===== src/hw/rtl/brlt_pkg.sv =====
package brlt_pkg;

	localparam int TABLE_DEPTH = 64;
	localparam int IDX_W = $clog2(TABLE_DEPTH);
	localparam int CNT_W = $clog2(TABLE_DEPTH + 1);
	localparam int ENT_W = 64 * 5 + 1;

	localparam logic [1:0] OP_ACQUIRE   = 2'd0;
	localparam logic [1:0] OP_RELEASE   = 2'd1;
	localparam logic [1:0] OP_TEST      = 2'd2;
	localparam logic [1:0] OP_REL_OWNER = 2'd3;

	localparam logic [2:0] ST_OK       = 3'd0;
	localparam logic [2:0] ST_INVALID  = 3'd1;
	localparam logic [2:0] ST_OVERFLOW = 3'd2;
	localparam logic [2:0] ST_CONFLICT = 3'd3;
	localparam logic [2:0] ST_FULL     = 3'd4;

	typedef struct packed {
		logic [1:0]  op;
		logic [63:0] dataset;
		logic [63:0] inode;
		logic [63:0] owner;
		logic [1:0]  lock_kind;
		logic [63:0] start_offset;
		logic [63:0] length;
	} req_t;

	typedef struct packed {
		logic [2:0]  status;
		logic        would_grant;
		logic [63:0] conflict_owner;
		logic [6:0]  entry_count;
	} rsp_t;

	typedef struct packed {
		logic [63:0] dataset;
		logic [63:0] inode;
		logic [63:0] owner;
		logic        exclusive;
		logic [63:0] start;
		logic [63:0] fin;
	} entry_t;

	// Controller to datapath.
	typedef struct packed {
		logic             latch_req;
		logic             rd_en;
		logic [IDX_W-1:0] rd_addr;
		logic             eval;      // read data of the previous cycle is valid
		logic             wr_new;    // append the request at used count
		logic             finish;    // commit keep count (compaction ops)
	} cmd_t;

	// Datapath to controller.
	typedef struct packed {
		logic [2:0]       pre_status; // checks on the request alone
		logic [CNT_W-1:0] used;
		logic             conflict;
	} sts_t;

endpackage


===== src/hw/rtl/brlt_ctrl.sv =====
module brlt_ctrl (
	input  logic           clk,
	input  logic           arst_n,
	input  logic           in_valid,
	output logic           in_ready,
	input  logic [1:0]     in_op,
	output logic           out_valid,
	input  logic           out_ready,
	input  brlt_pkg::sts_t sts,
	output brlt_pkg::cmd_t cmd,
	output logic           snap
);
	import brlt_pkg::*;

	typedef enum logic [2:0] {S_IDLE, S_CHECK, S_SCAN, S_DONE, S_APPEND, S_RESP} state_t;

	state_t           state_q;
	logic [CNT_W-1:0] idx_q;
	logic [1:0]       op_q;
	logic             last;

	assign in_ready = (state_q == S_IDLE) && !(out_valid && !out_ready);
	assign last     = (idx_q + 1'b1) >= sts.used;

	always_comb begin
		cmd = '0;
		snap = 1'b0;
		cmd.latch_req = in_valid && in_ready;
		cmd.rd_addr   = idx_q[IDX_W-1:0];
		unique case (state_q)
			S_CHECK: cmd.rd_en = (sts.pre_status == ST_OK) && (sts.used != '0);
			S_SCAN: begin
				cmd.eval  = 1'b1;
				cmd.rd_en = !last;
				cmd.rd_addr = IDX_W'(idx_q + 1'b1);
			end
			S_DONE: cmd.finish = (op_q == OP_RELEASE || op_q == OP_REL_OWNER);
			S_APPEND: cmd.wr_new = !sts.conflict && (sts.used != CNT_W'(TABLE_DEPTH));
			S_RESP: snap = 1'b1;
			default: ;
		endcase
		if (state_q == S_CHECK && sts.pre_status == ST_OK && sts.used == '0
				&& op_q != OP_ACQUIRE) cmd.finish = (op_q != OP_TEST);
	end

	always_ff @(posedge clk or negedge arst_n) begin
		if (!arst_n) begin
			state_q   <= S_IDLE;
			idx_q     <= '0;
			op_q      <= OP_ACQUIRE;
			out_valid <= 1'b0;
		end else begin
			if (out_valid && out_ready) out_valid <= 1'b0;
			unique case (state_q)
				S_IDLE: if (cmd.latch_req) begin
					op_q    <= in_op;
					idx_q   <= '0;
					state_q <= S_CHECK;
				end
				S_CHECK: begin
					if (sts.pre_status != ST_OK) state_q <= S_RESP;
					else if (sts.used == '0)
						state_q <= (op_q == OP_ACQUIRE) ? S_APPEND : S_RESP;
					else state_q <= S_SCAN;
				end
				S_SCAN: begin
					idx_q <= idx_q + 1'b1;
					if (last) state_q <= S_DONE;
				end
				S_DONE: state_q <= (op_q == OP_ACQUIRE) ? S_APPEND : S_RESP;
				S_APPEND: state_q <= S_RESP;
				S_RESP: begin
					out_valid <= 1'b1;
					state_q   <= S_IDLE;
				end
				default: state_q <= S_IDLE;
			endcase
		end
	end
endmodule


===== config.mk =====
export PLATFORM = sky130hd
export DESIGN_NAME = brlt_ctrl
export DESIGN_NICKNAME = d
export VERILOG_FILES = /design/src/hw/rtl/brlt_pkg.sv /design/src/hw/rtl/brlt_ctrl.sv
export SDC_FILE = /design/constraint.sdc
export NUM_CORES = 1
export LEC_CHECK = 0
export BUFFER_PORTS_ARGS = -buffer_cell sky130_fd_sc_hd__buf_2
export CORE_MARGIN = 10
export CORE_UTILIZATION = 50
export DETAILED_ROUTE_END_ITERATION = 7
export HOLD_SLACK_MARGIN = 0.06
export PLACE_DENSITY = 0.78
export SLEW_MARGIN = 20
export SYNTH_ARGS = -nofsm -noshare
export SYNTH_HDL_FRONTEND = slang
export SYNTH_SLANG_ARGS = --single-unit
export TNS_END_PERCENT = 100

===== constraint.sdc =====
create_clock -name clk -period 3.2 [get_ports clk]
set_input_delay 0.48 -clock clk [delete_from_list [all_inputs] [get_ports clk]]
set_output_delay 0.48 -clock clk [all_outputs]
set_load 0.01 [all_outputs]

Word-level counts from Yosys, hierarchy flattened
Index checks and enable logic that the tools add are counted.

Output and inout bits: 14. Register bits: 13. Logic and storage cells: 59. Input port bits: 17.

Reduce and logical (&&, ||, !) cells: 26. $add $sub $neg: 1. Order comparisons: 1. Equality and inequality tests: 11. Muxes and demuxes: 16.

Operator list (count): $pmux 3 s5 (1); $mux 7 (2); $pmux 7 s2 (1); $mux 3 (4); $logic_and 1x1->1 (9); $add 7x1->7 const B (1); $ge 7x7->1 (1); $logic_not 7->1 (1); $mux 1 (7); $ne 7x7->1 const B (1); $reduce_bool 7->1 (1); $eq 3x2->1 const B (2); $eq 3x3->1 const B (2); $logic_not 3->1 (2); $ne 2x2->1 const B (3); $reduce_and 2->1 (3); $reduce_bool 2->1 (3); $logic_not 1->1 (4); $eq 3x1->1 const B (1); $reduce_bool 3->1 (1); $eq 2x1->1 const B (1); $eq 2x2->1 const B (1); $logic_not 2->1 (1); $pmux 1 s2 (1); $logic_or 1x1->1 (1).

Logic depth before layout (Yosys ltp)
Word-level depth: 7. Depth in mapped cells: 9. Mapped depth without buffers: 9.

Worst setup path before layout
Ideal clock, no wire load.

Path type: reg-to-output. Start point: reg idx_q[0]. End point: out cmd[9] (netlist bit). Buffers on the path: 0. Arrival: 1.984 ns. Slack: 0.736 ns. Required time: 2.720 ns. Cell stages (with the launch flop): 10. Path through: dfrtp_1 ha_1 nand3_1 nor2_1 xnor2_1 ha_1 nand4_1 nor2_1 a2111oi_2 nand2b_1.

RTL lines: start: declaration (line brlt_ctrl.sv:18) `logic [CNT_W-1:0] idx_q;`; start signal: assignment (line brlt_ctrl.sv:67) `idx_q <= idx_q + 1'b1;`; end: declaration (line brlt_ctrl.sv:10) `output brlt_pkg::cmd_t cmd,`.

==> results list <==
- Registers take 325 um2.
- By instance count, the leading cell after synthesis is sky130_fd_sc_hd__nand2_1.
* Areal power density over the cells: 531 mW/mm2
* I/O Buffers: 30
- The path class of the tightest hold or removal check is input port to asynchronous set/reset pin.
- In this run switching power makes up 42.6% of total power.
- Number of antenna violations at the first check in global routing: 0
* Mapped Avg Cell Area: 8.62 um2
* Footprint of the multi-input gates: 639 um2
* Setup repair after global routing missed its margin: false
* Top FF cell, synth: sky130_fd_sc_hd__dfrtp_1
* Maximum buffer depth of the clock tree: 2
- Rows: 16
- Final worst path period share: 90.8%
- The die is 65.1 um tall.
* Largest fanout of any net on the critical path: 5
- Setup total negative slack on the finished layout was measured at 0 ps.
- Fin Clk Skew: 8.13 ps
- The total count of hold-check failures in the final report was 0.
- Count of final max-slew check failures: 0
- After the first detailed-routing iteration, the DRC count stood at 22.
* Sequential group share of total power: 41.2%
- The number of nets handed over by synthesis was 144.
- Counting every instance in the synthesized netlist gives 118.
- Placeable Area: 0.00194 mm2
- Sequential fraction of the synthesis area: 32.0%
* Final antenna diode count: 0
- STA classifies the critical path endpoint as a primary output.
- TritonCTS built the clock tree.
* Relative contribution of combinational cells to total power: 42.2%
* Area of the mapped netlist: 0.00102 mm2
* Leading cell types by count after synthesis: 19 x sky130_fd_sc_hd__nand2_1, 13 x sky130_fd_sc_hd__dfrtp_1, 11 x sky130_fd_sc_hd__inv_1
- CTS Hold Bufs: 0
- Number of violations of the max-capacitance limit: 0
- The congestion estimate from routability-driven global placement came to 0.868.
- The critical path is of the flip-flop to primary output type.
- Clock-pin slew was measured on the worst setup and hold paths at 90 ps.
- Total Routed Length: 2530 um
- Global routing consumed, on the met1 layer, 12.4% of the routing resources.
- The initial utilization of the core area, before any placement, comes to 52.4%.
- The via count of the first global-routing pass came to 945.
- Aggregate global-route resource usage: 11.8%
- Data arrival time of the critical path: 2420 ps
- Die outline width: 65.1 um
- DP Wirelength: 1980 um
* Reported leakage power: 0.656 nW
- After routing the design area is 0.00122 mm2.
* EDFF count, synth: 0
- Residual DRC: 0
* First-pass GRT wire length: 4040 um
* Post-synth cell types: 35
- Top cells by area, synth: sky130_fd_sc_hd__dfrtp_1 32%, sky130_fd_sc_hd__ha_1 11%, sky130_fd_sc_hd__nand2_1 7.0%, sky130_fd_sc_hd__xnor2_1 4.3%, sky130_fd_sc_hd__inv_1 4.1%
- Global routing finished with a remaining overflow of 0.
- The share of total power dissipated in the clock network is 16.6%.
- Data on the critical path is required at its endpoint by 2720 ps.
* Met3 track demand over resource in global routing: 4.41%
* Pre-antenna DRT Iters: 4
- Latest clock arrival within the worst-skew pair: 290 ps
- Of the cells placed in the final design, the portion with a size suffix greater than 1 is 29.3%.
- Final Net Count: 177
- Max Clk Rate: 344 MHz
* Met2 routing resource usage after global routing: 20.7%
- Warnings from Yosys: 0
- Headroom to the max-slew limit came out at 75.2%.
- For the pin with the worst max-slew slack, the measured transition is 371 ps.
* Ratio of routed vias to standard cells: 5.15
- CTS built an H-tree with a depth of 1.
- CP startpoint kind: flip-flop
- The flow ran to the end, and the final reports show no timing, DRC or antenna violations.
- After synthesis, the share of flip-flops with an asynchronous set or reset is 100%.
* Syn-to-layout area delta: 19.9%
* Worst vdd ir: 298 uV
- Once detail routing completed, the nets flagged for antenna violations numbered 0.
- Most Crowded Layer GR: met2
* Minimum setup slack among reg-to-reg paths: 1150 ps
- Pin count of the biggest net entering global routing: 14
- Yosys top cell area share: 32.0%
- The clock period could shrink to 2900 ps.
- The clock net in this run drives a total of 13 sinks.
- Across all layers, the routed design uses 911 vias.
* Switch Pwr: 0.000276 W
* # setup viols final: 0
* Flip-flop and latch count after synthesis: 13
* Internal power contribution: 0.000372 W
- 31 I/O pins were placed.
- Once placement finished, the instance area stood at 0.00117 mm2.
- Filler Cell Count: 181
* Die area: 0.00424 mm2
- Counting the buffers created by CTS gives 3.
* Post-synth top area cell: sky130_fd_sc_hd__dfrtp_1
* Clk Tree Root Cell: sky130_fd_sc_hd__clkbuf_4
- Avg WL per Cell: 14.3 um
[per-stage QoR]
step | setup WS, ps | instances | total power, W | util [%] | hold slack, ps
after floorplan | 736 | 118 | 0.000452 | - | 184
after global placement | 558 | 173 | 0.000530 | 60.3 | 377
after detailed placement | 506 | 173 | 0.000537 | 60.3 | 392
after CTS | 163 | 177 | 0.000647 | 61.7 | 69.0
after global routing | 40.0 | 177 | 0.000700 | 62.8 | 69.8
final | 296 | 177 | 0.000647 | 62.8 | 65.4
[cells in the final DEF (no fill, tap or decap), types with 2 or more instances in the layout]
cell / Yosys / layout
sky130_fd_sc_hd__nand3_1: 3 / 2
sky130_fd_sc_hd__nand2_1: 19 / 19
sky130_fd_sc_hd__ha_1: 9 / 8
sky130_fd_sc_hd__nor2_1: 10 / 9
sky130_fd_sc_hd__xnor2_1: 5 / 5
sky130_fd_sc_hd__inv_1: 11 / 11
sky130_fd_sc_hd__dfrtp_1: 13 / 13
sky130_fd_sc_hd__o21ai_0: 8 / 8
sky130_fd_sc_hd__a21boi_0: 2 / 2
sky130_fd_sc_hd__buf_2: 0 / 30
sky130_fd_sc_hd__a21oi_1: 3 / 3
sky130_fd_sc_hd__clkbuf_4: 0 / 3
sky130_fd_sc_hd__xor2_1: 4 / 4
sky130_fd_sc_hd__nand2b_1: 4 / 4
sky130_fd_sc_hd__a2bb2oi_1: 2 / 2
sky130_fd_sc_hd__nor3_1: 4 / 4
[cells by family after synthesis]
family	synth area share (%)
simple gates	22.6
compound gates	18.1
buf+inv	7.38
flops	32.0
xor+xnor	7.75
fa+ha+maj	11.1
mux	1.11
[final cells by class]
class,instances,area share [%]
multi-input combinational,91,52.4
inverter,12,3.69
tap,27,2.77
sequential,13,26.7
timing repair buffer,30,12.3
clock buffer,4,2.15
[worst max-delay path: stages, from the launching register on]
cell and delay, ps:
sky130_fd_sc_hd__dfrtp_1 410, sky130_fd_sc_hd__ha_2 250, sky130_fd_sc_hd__nand3_2 130, sky130_fd_sc_hd__nor2_2 140, sky130_fd_sc_hd__xnor2_1 150, sky130_fd_sc_hd__ha_1 280, sky130_fd_sc_hd__nand4_1 90, sky130_fd_sc_hd__nor2_1 80
sky130_fd_sc_hd__a2111oi_4 330, sky130_fd_sc_hd__nand2b_1 150, sky130_fd_sc_hd__buf_2 130
[layer usage]
metal	vias to the layer above	wire (um)
met2	19	1300
met1	415	1050
met4	0	25
met3	4	149
met5	-	0
li1	473	-
[final timing paths]
kind	cells past startpoint	endpoint	startpoint
max	10	cmd[9]	idx_q[0]$_DFFE_PN0P_
min	1	state_q[2]$_DFFE_PN0P_	arst_n
max reg2reg	9	state_q[0]$_DFFE_PN0P_	idx_q[0]$_DFFE_PN0P_
min reg2reg	2	idx_q[6]$_DFFE_PN0P_	idx_q[6]$_DFFE_PN0P_
max in group asynchronous	1	idx_q[4]$_DFFE_PN0P_	arst_n
min in group clk	3	op_q[0]$_DFFE_PN0P_	in_op[0]
[timing repair]
action	4_1_cts	5_1_grt
setup endpoints to repair	0	1
setup buffers	0	0
gates resized for setup	0	4
[state kept, by name, summed over array words and instances (netlist names)]
name	flops
idx_q	7
state_q	3
out_valid	1
op_q	2
[power groups by stage]
| stage | Sequential [W] | Clock (W) | Combinational [W] |
|---|---|---|---|
| after CTS | 0.000264 | 0.000113 | 0.000270 |
| after floorplan | 0.000242 | 0 | 0.000209 |
| after detailed placement | 0.000268 | 0 | 0.000269 |
| after global placement | 0.000267 | 0 | 0.000263 |
| after global routing | 0.000274 | 0.000117 | 0.000309 |
| final | 0.000267 | 0.000108 | 0.000273 |
(Power assumes the default switching activity.)
